**config.mk**
```make
export PLATFORM = sky130hd
export DESIGN_NAME = ascii_command_encoder_flat
export DESIGN_NICKNAME = d
export VERILOG_FILES = /design/src/design/ace_pkg.sv /design/src/design/ace_if.sv /design/src/design/ace_lane.sv /design/src/design/ace_merge.sv /design/src/design/ascii_command_encoder.sv /design/src/flat_wrapper.sv
export VERILOG_INCLUDE_DIRS = /design/src /design/src/design
export SDC_FILE = /design/constraint.sdc
export NUM_CORES = 1
export LEC_CHECK = 0
export BUFFER_PORTS_ARGS = -buffer_cell sky130_fd_sc_hd__buf_2
export CORE_MARGIN = 3
export CORE_UTILIZATION = 29
export DETAILED_ROUTE_END_ITERATION = 8
export PLACE_DENSITY_LB_ADDON = 0.2
export SLEW_MARGIN = 30
export SYNTH_ARGS = -nofsm -noshare
export SYNTH_HDL_FRONTEND = slang
export SYNTH_SLANG_ARGS = --single-unit
```
**constraint.sdc**
```tcl
create_clock -name clock -period 7.4 [get_ports clock]
set_input_delay 0.74 -clock clock [delete_from_list [all_inputs] [get_ports clock]]
set_output_delay 0.74 -clock clock [all_outputs]
set_load 0.02 [all_outputs]
```
**src/design/ascii_command_encoder_assert.svh**
```systemverilog
// Assertion macros for the ASCII command encoder.
// Expects signals named clock and reset in the including scope.
`ifndef ASCII_COMMAND_ENCODER_ASSERT_SVH
`define ASCII_COMMAND_ENCODER_ASSERT_SVH

// Property must hold in the same cycle.
`define ACE_ASSERT(label, cond, msg) \
   label: assert property (@(posedge clock) disable iff (reset) (cond)) else $error(msg);

// Consequent must hold in the cycle after the antecedent.
`define ACE_ASSERT_NEXT(label, ante, cons, msg) \
   label: assert property (@(posedge clock) disable iff (reset) (ante) |=> (cons)) \
      else $error(msg);

`endif

```
**src/design/ace_pkg.sv**
```systemverilog
// Shared types, codes and helpers for the ASCII command encoder.
// No dependencies; imported by every design file but the .svh.
package ace_pkg;

   typedef logic [7:0] char_type;
   typedef logic [2:0] kind_type;

   // Request kinds
   localparam kind_type KIND_MODE   = 3'd0;
   localparam kind_type KIND_POWER  = 3'd1;
   localparam kind_type KIND_BRIGHT = 3'd2;
   localparam kind_type KIND_SPEED  = 3'd3;
   localparam kind_type KIND_COLOR  = 3'd4;
   localparam kind_type KIND_ALARM  = 3'd5;

   // Range limits on value_a
   localparam logic [7:0] MODE_MAX  = 8'd10;
   localparam logic [7:0] LEVEL_MAX = 8'd15;
   localparam logic [7:0] STEP_MAX  = 8'd4;

   // ASCII codes
   localparam char_type CHAR_ZERO = 8'h30;
   localparam char_type CHAR_A    = 8'h41;
   localparam char_type CHAR_B    = 8'h42;
   localparam char_type CHAR_C    = 8'h43;
   localparam char_type CHAR_D    = 8'h44;
   localparam char_type CHAR_E    = 8'h45;
   localparam char_type CHAR_F    = 8'h46;

   // Longest command: letter plus three 3-digit values
   localparam int FRAME_LEN = 10;
   localparam int CNT_W     = $clog2(FRAME_LEN + 1);

   typedef logic [CNT_W-1:0] cnt_type;

   // Three decimal digits of one 8-bit value
   typedef struct packed {
      logic [3:0] hund;
      logic [3:0] tens;
      logic [3:0] ones;
   } bcd_type;

   // Merge stage status toward the top level
   typedef struct packed {
      logic load;
      logic busy;
   } mrg_stat_type;

   function automatic char_type digit_char(input logic [3:0] d);
      return CHAR_ZERO + {4'd0, d};
   endfunction

endpackage

```
**src/design/ace_if.sv**
```systemverilog
// Request and response channel interfaces for the ASCII command encoder.
// Depends on ace_pkg for the payload types.
interface ace_req_if import ace_pkg::*; ();
   logic     valid;
   logic     ready;
   kind_type req_type;
   logic [7:0] value_a;
   logic [7:0] value_b;
   logic [7:0] value_c;

   modport source (output valid, req_type, value_a, value_b, value_c, input ready);
   modport sink   (input valid, req_type, value_a, value_b, value_c, output ready);
endinterface

interface ace_rsp_if import ace_pkg::*; ();
   logic     valid;
   logic     ready;
   char_type out_byte;
   logic     last_byte;

   modport source (output valid, out_byte, last_byte, input ready);
   modport sink   (input valid, out_byte, last_byte, output ready);
endinterface

```
**src/design/ace_lane.sv**
```systemverilog
// One conversion lane: registers the three decimal digits of an 8-bit value.
// Depends on ace_pkg.
module ace_lane import ace_pkg::*; (
   input  logic       clock,
   input  logic       enable,
   input  logic [7:0] value,
   output bcd_type    digits
);

   logic [1:0]  hund;
   logic [7:0]  hund_sub;
   logic [7:0]  rem8;
   logic [6:0]  rem7;
   logic [14:0] prod;
   logic [3:0]  tens;
   logic [6:0]  tens_x10;
   logic [6:0]  ones7;
   bcd_type     digits_in;
   bcd_type     digits_ff;

   // Hundreds by two compares, remainder below 100
   always_comb begin
      if (value >= 8'd200) begin
         hund     = 2'd2;
         hund_sub = 8'd200;
      end else if (value >= 8'd100) begin
         hund     = 2'd1;
         hund_sub = 8'd100;
      end else begin
         hund     = 2'd0;
         hund_sub = 8'd0;
      end
   end

   assign rem8 = value - hund_sub;
   assign rem7 = rem8[6:0];

   // Tens by reciprocal multiply: (n * 205) >> 11 equals n / 10 for n < 100
   assign prod     = 15'(rem7) * 15'd205;
   assign tens     = prod[14:11];
   assign tens_x10 = {tens, 3'b000} + {2'b00, tens, 1'b0};
   assign ones7    = rem7 - tens_x10;

   assign digits_in.hund = {2'b00, hund};
   assign digits_in.tens = tens;
   assign digits_in.ones = ones7[3:0];

   always_ff @(posedge clock) begin
      if (enable) begin
         digits_ff <= digits_in;
      end
   end

   assign digits = digits_ff;

endmodule

```
**src/design/ace_merge.sv**
```systemverilog
// Merge stage (uses ace_pkg): assembles command bytes from the lane digits
// and shifts them out via the response register, one per cycle when ready.
module ace_merge import ace_pkg::*; (
   input  logic         clock,
   input  logic         reset,
   input  logic         in_valid,
   input  kind_type     in_kind,
   input  bcd_type      dig_a,
   input  bcd_type      dig_b,
   input  bcd_type      dig_c,
   output mrg_stat_type stat,
   ace_rsp_if.source    rsp_ch
);

   char_type frame_ff [FRAME_LEN];
   char_type frame_in [FRAME_LEN];
   char_type build    [FRAME_LEN];
   cnt_type  build_len;
   cnt_type  rem_ff;
   cnt_type  rem_in;
   logic     rsp_valid_ff;
   logic     rsp_valid_in;
   char_type rsp_byte_ff;
   char_type rsp_byte_in;
   logic     rsp_last_ff;
   logic     rsp_last_in;
   logic     out_adv;
   logic     emit;
   logic     load;

   // Build the byte frame for the waiting command
   always_comb begin
      for (int i = 0; i < FRAME_LEN; i++) begin
         build[i] = CHAR_ZERO;
      end
      build_len = '0;
      unique case (in_kind)
         KIND_MODE, KIND_BRIGHT, KIND_SPEED: begin
            build[0]  = (in_kind == KIND_MODE)   ? CHAR_A :
                        (in_kind == KIND_BRIGHT) ? CHAR_E : CHAR_F;
            build[1]  = digit_char(dig_a.tens);
            build[2]  = digit_char(dig_a.ones);
            build_len = CNT_W'(3);
         end
         KIND_POWER, KIND_ALARM: begin
            build[0]  = (in_kind == KIND_POWER) ? CHAR_B : CHAR_D;
            build[1]  = digit_char(dig_a.ones);
            build_len = CNT_W'(2);
         end
         KIND_COLOR: begin
            build[0]  = CHAR_C;
            build[1]  = digit_char(dig_a.hund);
            build[2]  = digit_char(dig_a.tens);
            build[3]  = digit_char(dig_a.ones);
            build[4]  = digit_char(dig_b.hund);
            build[5]  = digit_char(dig_b.tens);
            build[6]  = digit_char(dig_b.ones);
            build[7]  = digit_char(dig_c.hund);
            build[8]  = digit_char(dig_c.tens);
            build[9]  = digit_char(dig_c.ones);
            build_len = CNT_W'(FRAME_LEN);
         end
         default: begin
            build_len = '0;
         end
      endcase
   end

   // Handshake: emit head byte when the response register frees up;
   // a new frame loads when idle or as the last byte leaves
   assign out_adv = !rsp_valid_ff || rsp_ch.ready;
   assign emit    = (rem_ff != '0) && out_adv;
   assign load    = in_valid && ((rem_ff == '0) || (emit && (rem_ff == CNT_W'(1))));

   always_comb begin
      for (int i = 0; i < FRAME_LEN - 1; i++) begin
         frame_in[i] = emit ? frame_ff[i+1] : frame_ff[i];
      end
      frame_in[FRAME_LEN-1] = frame_ff[FRAME_LEN-1];
      rem_in       = emit ? rem_ff - CNT_W'(1) : rem_ff;
      rsp_valid_in = out_adv ? emit : rsp_valid_ff;
      rsp_byte_in  = emit ? frame_ff[0] : rsp_byte_ff;
      rsp_last_in  = emit ? (rem_ff == CNT_W'(1)) : rsp_last_ff;
      if (load) begin
         frame_in = build;
         rem_in   = build_len;
      end
   end

   always_ff @(posedge clock) begin
      if (reset) begin
         rem_ff       <= '0;
         rsp_valid_ff <= 1'b0;
      end else begin
         rem_ff       <= rem_in;
         rsp_valid_ff <= rsp_valid_in;
      end
   end

   always_ff @(posedge clock) begin
      frame_ff    <= frame_in;
      rsp_byte_ff <= rsp_byte_in;
      rsp_last_ff <= rsp_last_in;
   end

   assign rsp_ch.valid     = rsp_valid_ff;
   assign rsp_ch.out_byte  = rsp_byte_ff;
   assign rsp_ch.last_byte = rsp_last_ff;

   assign stat.load = load;
   assign stat.busy = (rem_ff != '0);

endmodule

```
**src/design/ascii_command_encoder.sv**
```systemverilog
// ASCII command encoder. Each request transaction (kind plus up to three
// 8-bit values) becomes a letter followed by decimal digits, one byte per
// response transaction, the final byte flagged by last_byte; out-of-range
// values and unused kinds produce no bytes. Three conversion lanes split
// value_a/b/c into digits in parallel, then a merge stage shifts the bytes
// out. A command occupies the output for its byte count: 2 bytes for power
// and alarm, 3 for mode, brightness and speed, 10 for colour; the next
// command loads in the cycle its predecessor's last byte enters the output
// register, so that one-byte-per-cycle register sets the throughput while
// ready is high. A command passes lane, frame and output registers in order.
module ascii_command_encoder import ace_pkg::*; (
   input  logic      clock,
   input  logic      reset,
   ace_req_if.sink   req_ch,
   ace_rsp_if.source rsp_ch
);

`include "ascii_command_encoder_assert.svh"

   logic         s1_valid_ff;
   logic         s1_valid_in;
   kind_type     s1_kind_ff;
   logic         s1_ready;
   logic         req_good;
   logic         req_take;
   bcd_type      dig_a;
   bcd_type      dig_b;
   bcd_type      dig_c;
   mrg_stat_type stat;

   // Range check on the incoming request
   always_comb begin
      unique case (req_ch.req_type)
         KIND_MODE:              req_good = (req_ch.value_a <= MODE_MAX);
         KIND_POWER, KIND_ALARM: req_good = (req_ch.value_a <= STEP_MAX);
         KIND_BRIGHT, KIND_SPEED: req_good = (req_ch.value_a <= LEVEL_MAX);
         KIND_COLOR:             req_good = 1'b1;
         default:                req_good = 1'b0;
      endcase
   end

   // Lane stage advances when empty or when the merge stage takes its item
   assign s1_ready     = !s1_valid_ff || stat.load;
   assign req_ch.ready = s1_ready;
   assign req_take     = req_ch.valid && s1_ready;
   assign s1_valid_in  = s1_ready ? (req_take && req_good) : s1_valid_ff;

   always_ff @(posedge clock) begin
      if (reset) begin
         s1_valid_ff <= 1'b0;
      end else begin
         s1_valid_ff <= s1_valid_in;
      end
   end

   always_ff @(posedge clock) begin
      if (s1_ready) begin
         s1_kind_ff <= req_ch.req_type;
      end
   end

   // Digit lanes, one per value
   ace_lane u_lane_a (
      .clock  (clock),
      .enable (s1_ready),
      .value  (req_ch.value_a),
      .digits (dig_a)
   );

   ace_lane u_lane_b (
      .clock  (clock),
      .enable (s1_ready),
      .value  (req_ch.value_b),
      .digits (dig_b)
   );

   ace_lane u_lane_c (
      .clock  (clock),
      .enable (s1_ready),
      .value  (req_ch.value_c),
      .digits (dig_c)
   );

   ace_merge u_merge (
      .clock    (clock),
      .reset    (reset),
      .in_valid (s1_valid_ff),
      .in_kind  (s1_kind_ff),
      .dig_a    (dig_a),
      .dig_b    (dig_b),
      .dig_c    (dig_c),
      .stat     (stat),
      .rsp_ch   (rsp_ch)
   );

   // Checks
   `ACE_ASSERT(a_stall_has_item, !req_ch.ready |-> s1_valid_ff, "request stalled with empty lane stage")
   `ACE_ASSERT_NEXT(a_load_busy, stat.load, stat.busy, "frame load left merge stage idle")
   `ACE_ASSERT_NEXT(a_idle_drains, rsp_ch.valid && rsp_ch.ready && !stat.busy, !rsp_ch.valid, "byte emitted with no frame pending")

endmodule

```
**src/flat_wrapper.sv**
```systemverilog
// flat-port wrapper written by rule: the top's interface ports become plain ports
module ascii_command_encoder_flat import ace_pkg::*;
  (clock, reset, req_ch_valid, req_ch_req_type, req_ch_value_a, req_ch_value_b, req_ch_value_c, req_ch_ready, rsp_ch_valid, rsp_ch_out_byte, rsp_ch_last_byte, rsp_ch_ready);
  ace_req_if req_ch_i ();
  ace_rsp_if rsp_ch_i ();
  input  logic clock;
  input  logic reset;
  input wire logic [$bits(req_ch_i.valid)-1:0] req_ch_valid;
  input wire logic [$bits(req_ch_i.req_type)-1:0] req_ch_req_type;
  input wire logic [$bits(req_ch_i.value_a)-1:0] req_ch_value_a;
  input wire logic [$bits(req_ch_i.value_b)-1:0] req_ch_value_b;
  input wire logic [$bits(req_ch_i.value_c)-1:0] req_ch_value_c;
  output wire logic [$bits(req_ch_i.ready)-1:0] req_ch_ready;
  output wire logic [$bits(rsp_ch_i.valid)-1:0] rsp_ch_valid;
  output wire logic [$bits(rsp_ch_i.out_byte)-1:0] rsp_ch_out_byte;
  output wire logic [$bits(rsp_ch_i.last_byte)-1:0] rsp_ch_last_byte;
  input wire logic [$bits(rsp_ch_i.ready)-1:0] rsp_ch_ready;
  assign req_ch_i.valid = req_ch_valid;
  assign req_ch_i.req_type = req_ch_req_type;
  assign req_ch_i.value_a = req_ch_value_a;
  assign req_ch_i.value_b = req_ch_value_b;
  assign req_ch_i.value_c = req_ch_value_c;
  assign req_ch_ready = req_ch_i.ready;
  assign rsp_ch_valid = rsp_ch_i.valid;
  assign rsp_ch_out_byte = rsp_ch_i.out_byte;
  assign rsp_ch_last_byte = rsp_ch_i.last_byte;
  assign rsp_ch_i.ready = rsp_ch_ready;
  ascii_command_encoder u_core (.clock(clock), .reset(reset), .req_ch(req_ch_i), .rsp_ch(rsp_ch_i));
endmodule
```
## Word-level counts from Yosys, hierarchy flattened

Index checks and enable logic that the tools add are counted.

| storage, ports and cells | value |
|---|---|
| bits in registers | 128 |
| bits of input ports | 31 |

| operators by class | value |
|---|---|
| $add $sub $neg | 19 |
| $mul | 3 |
| order comparisons | 9 |
| equality and inequality tests | 11 |
| mux-type cells | 29 |
| reductions and logical operators | 19 |

Operators with widths:

| cell | count |
|---|---|
| $mux W80 | 1 |
| $mux W8 | 9 |
| $mux W55 | 1 |
| $mul A7 B8 Y15 const B | 3 |
| $pmux W15 S3 | 1 |
| $add A6 B4 Y7 const A | 6 |
| $mux W7 | 6 |
| $ge A8 B7 Y1 const B | 3 |
| $ge A8 B8 Y1 const B | 3 |
| $add A6 B2 Y7 const A | 3 |
| $sub A7 B7 Y7 | 3 |
| $le A8 B4 Y1 const B | 2 |
| $pmux W7 S2 | 1 |
| $add A4 B4 Y4 | 3 |
| $eq A3 B2 Y1 const B | 4 |
| $eq A3 B3 Y1 const B | 4 |
| $pmux W4 S3 | 1 |
| $sub A4 B4 Y4 | 3 |
| $le A8 B3 Y1 const B | 1 |
| $mux W4 | 2 |
| $eq A3 B1 Y1 const B | 2 |
| $logic_not A3 Y1 | 2 |
| $mux W3 | 2 |
| $reduce_or A2 Y1 | 3 |
| 12 further kinds | 21 |

## Depth between registers and ports, before layout

| logic depth | value |
|---|---|
| depth in word-level cells | 9 |
| mapped depth | 29 |

## By module

Synthesis repeated with hierarchy kept, for this count alone.

| unflattened totals | value |
|---|---|
| cells, all modules | 677 |
| area, all modules | 7,203.2 µm² |

By module, submodules not included:

| module | times used | cells each | area each (µm²) | sequential area each (µm²) |
|---|---|---|---|---|
| ace_lane at u_core.u_lane_a ... | 2 | 141 | 1,466.4 | 300.3 |
| ace_merge | 1 | 228 | 2,570.0 | 1,571.5 |
| ace_lane at u_core.u_lane_b | 1 | 149 | 1,508.9 | 300.3 |
| ascii_command_encoder | 1 | 18 | 191.4 | 110.1 |

## Worst setup path before layout

OpenSTA, ideal clock, no wires.

| timing | value |
|---|---|
| path kind | input port to flip-flop |
| start point | input req_ch_value_b[4] |
| end point | register u_core.u_lane_b.digits_ff, in the netlist u_core.u_lane_b.digits[3] (data pin) |
| setup time | 0.262 ns |
| arrival | 6.345 ns |
| required time | 7.138 ns |
| path slack | 0.793 ns |
| stages on the path | 28 |
| path buffers | 0 |
| path through | or3_1 nand3_1 o21ai_0 ha_1 fa_1 nand2b_1 a21oi_1 xnor2_1 ha_1 ha_1 fa_1 inv_1 fa_1 inv_1 ha_1 a21oi_1 a211oi_2 a211oi_4 o21bai_1 a21oi_1 xnor2_1 ha_1 xnor2_2 a21oi_1 a22o_1 a32o_1 a2111oi_4 xnor2_1 |

| between the ends | value |
|---|---|
| cells in the longest elaborated chain, start to end | 7 |
| elaborated cells between the ends (all ways) | 8 |
| classes of those cells | add/sub (3); mul (1); order compare (2); mux (2) |

RTL lines:

| item | line | text |
|---|---|---|
| from (decl) | flat_wrapper.sv:11 | `input wire logic [$bits(req_ch_i.value_b)-1:0] req_ch_value_b;` |
| $ge A8 B7 Y1 | ace_lane.sv:26 | `end else if (value >= 8'd100) begin` |
| $mux W7 | ace_lane.sv:26 |  |
| $mux W7 | ace_lane.sv:23 | `if (value >= 8'd200) begin` |
| $sub A7 B7 Y7 * | ace_lane.sv:35 | `assign rem8 = value - hund_sub;` |
| $mul A7 B8 Y15 * | ace_lane.sv:39 | `assign prod = 15'(rem7) * 15'd205;` |
| via u_core.u_lane_b.prod[12] | ace_lane.sv:14 | `logic [14:0] prod;` |
| $add A4 B4 Y4 * | ace_lane.sv:41 | `assign tens_x10 = {tens, 3'b000} + {2'b00, tens, 1'b0};` |
| $sub A4 B4 Y4 * | ace_lane.sv:42 | `assign ones7 = rem7 - tens_x10;` |
| via u_core.u_lane_b.ones7[3] | ace_lane.sv:17 | `logic [6:0] ones7;` |
| to (signal assigned) | ace_lane.sv:50 | `digits_ff <= digits_in;` |
| to (decl) | ace_lane.sv:19 | `bcd_type digits_ff;` |

Mark *: on every way through the listed nets, which the timed path passes. The rest lies on a longest branch.
A chain may end at the register's enable or synchronous reset.

## Final worst setup path

Ends and elaborated chain as after synthesis.

==> tab_implementation.tex <==
\begin{tabular}{lr}
\hline
Metric & Value \\
\hline
\multicolumn{2}{l}{\textbf{Setup path}} \\
Top fanout value on the critical path & 5 \\
Startpoint kind of the worst setup timing path & input port \\
Data required time of the worst path & 7490 ps \\
Cell with the most instances on the worst path & sky130\_fd\_sc\_hd\_\_ha\_1 \\
Buf+Inv Stages, Crit Path & 3 \\
Delay of the slowest cell on the worst path & 510 ps \\
Type of destination of the critical path & flop \\
Critical path's top delay family & adder cells \\
Path type of the worst setup path & in2reg \\
Critical path arrival & 6990 ps \\
Crit path max-delay cell type & sky130\_fd\_sc\_hd\_\_fa\_1 \\
\multicolumn{2}{l}{\textbf{Global route}} \\
Overflow left after global routing & 0 \\
Number of global-route vias before repair & 4791 \\
Initial antenna violation count & 0 \\
Total routing usage reported by global routing & 0.105 \\
Wire length of the first global-routing pass & 22600 um \\
Largest net degree at the start of global routing & 47 \\
\multicolumn{2}{l}{\textbf{Clocking}} \\
Total clock buffers created by CTS & 9 \\
Max Buffers Root-to-Sink & 2 \\
Number of post-CTS setup repair buffers & 0 \\
Clock latency on the worst-skew pair & 340 ps \\
Cts repair resizes & 0 \\
Number of buffers inserted for hold repair after clock tree synthesis & 0 \\
Clk root buf & sky130\_fd\_sc\_hd\_\_clkbuf\_16 \\
CTS tree & done \\
Clock Sink Count & 88 \\
CTS HTree Levels & 3 \\
Clk slew on worst S/H paths & 60 ps \\
\multicolumn{2}{l}{\textbf{STA}} \\
Post-route setup TNS & 0 ps \\
Final Max Tran Viols & 0 \\
Final-report hold violation count & 0 \\
Unrepaired setup endpoints after global routing & no \\
Slew of the pin with the lowest slew margin & 626 ps \\
Final setup viols & 0 \\
Worst Skew & 7.45 ps \\
Minimum period implied by the final worst setup slack & 6910 ps \\
Max\_slew headroom & 0.581 \\
Final period util & 0.933 \\
Fmax & 145 MHz \\
\multicolumn{2}{l}{\textbf{Floorplan}} \\
Floorplan core area & 23500 um\^{}2 \\
Total number of placement rows & 56 \\
Count of boundary I/O pins & 42 \\
Die Height & 161 um \\
Horizontal die dimension & 161 um \\
Initial Util & 0.296 \\
Die area & 25900 um\^{}2 \\
\multicolumn{2}{l}{\textbf{Synth}} \\
Parity-gate share of the synthesized area counting xor and xnor cells & 0.0488 \\
Sequential share of the synthesized area & 0.370 \\
Top cells by area, synth & sky130\_fd\_sc\_hd\_\_edfxtp\_1, sky130\_fd\_sc\_hd\_\_ha\_1, sky130\_fd\_sc\_hd\_\_fa\_1 \\
Combinational family with the most area after synthesis & adder cells \\
Syn. warnings & 0 \\
Post-Syn Instances & 654 \\
Post-synthesis mux area share & 0.0120 \\
Number of distinct library cells after synthesis & 50 \\
Simple-gate share of the synthesized area & 0.120 \\
Share of the synthesized area in compound gates (AO/OA/AOI/OAI) & 0.0852 \\
Register bit count reported by yosys & 88 \\
Synth Area in Adders & 0.305 \\
Cell area after synthesis & 6970 um\^{}2 \\
Leading area contributor after synthesis & sky130\_fd\_sc\_hd\_\_edfxtp\_1 \\
Average cell area after synthesis & 10.7 um\^{}2 \\
Syn nets & 839 \\
Portion of synthesized cell area occupied by the leading cell type & 0.353 \\
\multicolumn{2}{l}{\textbf{Route}} \\
Remaining design rule violation count & 0 \\
Post-route ant nets & 0 \\
Iteration-0 DRC count of the detailed router & 165 \\
Avg Vias per Cell & 4.49 \\
Total Routed Length & 12900 um \\
Wirelength per Cell & 12.7 um \\
Routed vias & 4573 \\
First-pass iteration count of the detailed router & 4 \\
\multicolumn{2}{l}{\textbf{Cells and area}} \\
Count of nets after finishing & 879 \\
\# fillers & 2393 \\
Leading cell type in the layout, fill and taps excluded & sky130\_fd\_sc\_hd\_\_ha\_1 \\
Share of cells above drive strength 1 & 0.0959 \\
Count of antenna diodes in the layout & 0 \\
Commonest cells after routing, fill and taps aside & sky130\_fd\_sc\_hd\_\_ha\_1, sky130\_fd\_sc\_hd\_\_inv\_1, sky130\_fd\_sc\_hd\_\_edfxtp\_1 \\
Core utilization of the finished layout & 0.333 \\
Area growth from synthesis to layout & 12.3\% \\
Post-route non-filler standard cell count & 1018 \\
\multicolumn{2}{l}{\textbf{Placed design}} \\
Placed wire-length estimate after detailed placement & 10100 um \\
Number of buffers inserted by port buffering & 40 \\
DP Cell Count & 1002 \\
Placer's final routability congestion estimate & 0.801 \\
\multicolumn{2}{l}{\textbf{Run}} \\
Maxcap violations & 0 \\
\multicolumn{2}{l}{\textbf{Worst hold path}} \\
Hold crit path type & reg2reg \\
\multicolumn{2}{l}{\textbf{Pwr}} \\
Power per Cell Area & 436 nW/um\^{}2 \\
P\_leak & 0.00363 uW \\
Max IR drop VDD & 0.000155 V \\
\multicolumn{2}{l}{\textbf{Outcome}} \\
Run status & complete, no violations \\
\hline
\end{tabular}
[final cells by class]
cell class,count,area [um^2],share of cell area
clock buffers,11,233,0.0297
multi-input cells,462,4010,0.512
well taps,319,399,0.0510
repair buffers,43,223,0.0284
inverters,90,338,0.0431
flip-flops and latches,88,2580,0.330
clock inverters,5,47.5,0.00607
[state kept, by name, summed over array words and instances (netlist names)]
| register | flops |
|---|---|
| u_core.u_lane_a.digits | 10 |
| u_core.u_lane_b.digits | 10 |
| u_core.s1_kind_ff | 3 |
| u_core.u_merge.rsp_ch.out_byte | 6 |
| u_core.u_merge.rsp_ch.valid | 1 |
| u_core.u_merge.rsp_ch.last_byte | 1 |
| u_core.u_merge.frame_ff | 42 |
| u_core.s1_valid_ff | 1 |
| u_core.u_merge.rem_ff | 4 |
| u_core.u_lane_c.digits | 10 |
[routing by layer]
layer  share of wire  up-vias  global-route usage
met5               0        -                   0
met4           0.015        0              0.0352
met2            0.49       43               0.181
met1            0.48     2164               0.136
met3           0.019       14              0.0167
li1                -     2352                   -
[worst reg2reg max path, stage by stage, from the launching register on]
cell and delay (ps):
sky130_fd_sc_hd__dfxtp_1 400, sky130_fd_sc_hd__inv_1 90, sky130_fd_sc_hd__ha_1 250, sky130_fd_sc_hd__a21oi_1 260, sky130_fd_sc_hd__nand3b_1 150, sky130_fd_sc_hd__buf_4 400, sky130_fd_sc_hd__inv_2 420, sky130_fd_sc_hd__o21ai_0 310
sky130_fd_sc_hd__a22oi_1 110, sky130_fd_sc_hd__nor2_1 120
[cells by family after synthesis]
kind of cell | count (synthesis)
multiplexers | 8
adder cells (fa/ha/maj) | 154
XOR/XNOR | 38
other | 1
flip-flops | 88
AND/OR/NAND/NOR | 174
buffers and inverters | 104
AO/OA/AOI/OAI | 87
[Yosys cell counts (all sizes together)]
cell     count
ha         127
inv         90
edfxtp      82
nand2       62
nor2        31
a21oi       29
fa          27
nand3       26
xnor2       26
o21ai       17
and2        13
xor2        12
clkbuf       9
a211oi       8
nor2b        8
or3          7
dfxtp        6
nand2b       6
a221oi       5
a32o         5
buf          5
mux2i        5
a21o         4
a22oi        4
nand3b       4
o21a         4
mux2         3
nand4b       3
nor3         3
nor3b        3
a31oi        2
and3         2
nor4         2
o21bai       2
or2          2
a2111oi      1
a211o        1
a22o         1
conb         1
nand4        1
o211ai       1
o22ai        1
o31a         1
o31ai        1
or4          1
[power by group]
part / total, uW / switching [uW] / internal [uW]
clock network: 437 / 179 / 258
logic: 1990 / 1100 / 888
registers: 994 / 70.9 / 923
total: 3420 / 1350 / 2070
[worst paths after layout]
path                                    startpoint                                          end  slack [ps]  cells past startpoint
max                              req_ch_value_b[4]          u_core.u_lane_b.digits[3]$_DFFE_PN_         490                     29
min          u_core.u_merge.frame_ff[72]$_DFFE_PP_  u_core.u_merge.rsp_ch.out_byte[0]$_DFFE_PP_         420                      0
max reg2reg  u_core.u_merge.rem_ff[0]$_SDFFE_PP0P_        u_core.u_merge.rem_ff[3]$_SDFFE_PP0P_        4840                      9
min reg2reg  u_core.u_merge.frame_ff[72]$_DFFE_PP_  u_core.u_merge.rsp_ch.out_byte[0]$_DFFE_PP_         420                      0
[per-stage QoR]
step                      hold slack (ps)  power [uW]  instance area, um^2  setup WS [ps]
after global placement                403        2960                 7550            397
after CTS                             419        3480                 7830            505
final                                 417        3420                 7830            493
after global routing                  431        3780                 7830            142
after detailed placement              405        3020                 7550            160
after floorplan                       400        2580                 6970            793
(Power assumes the default switching activity.)
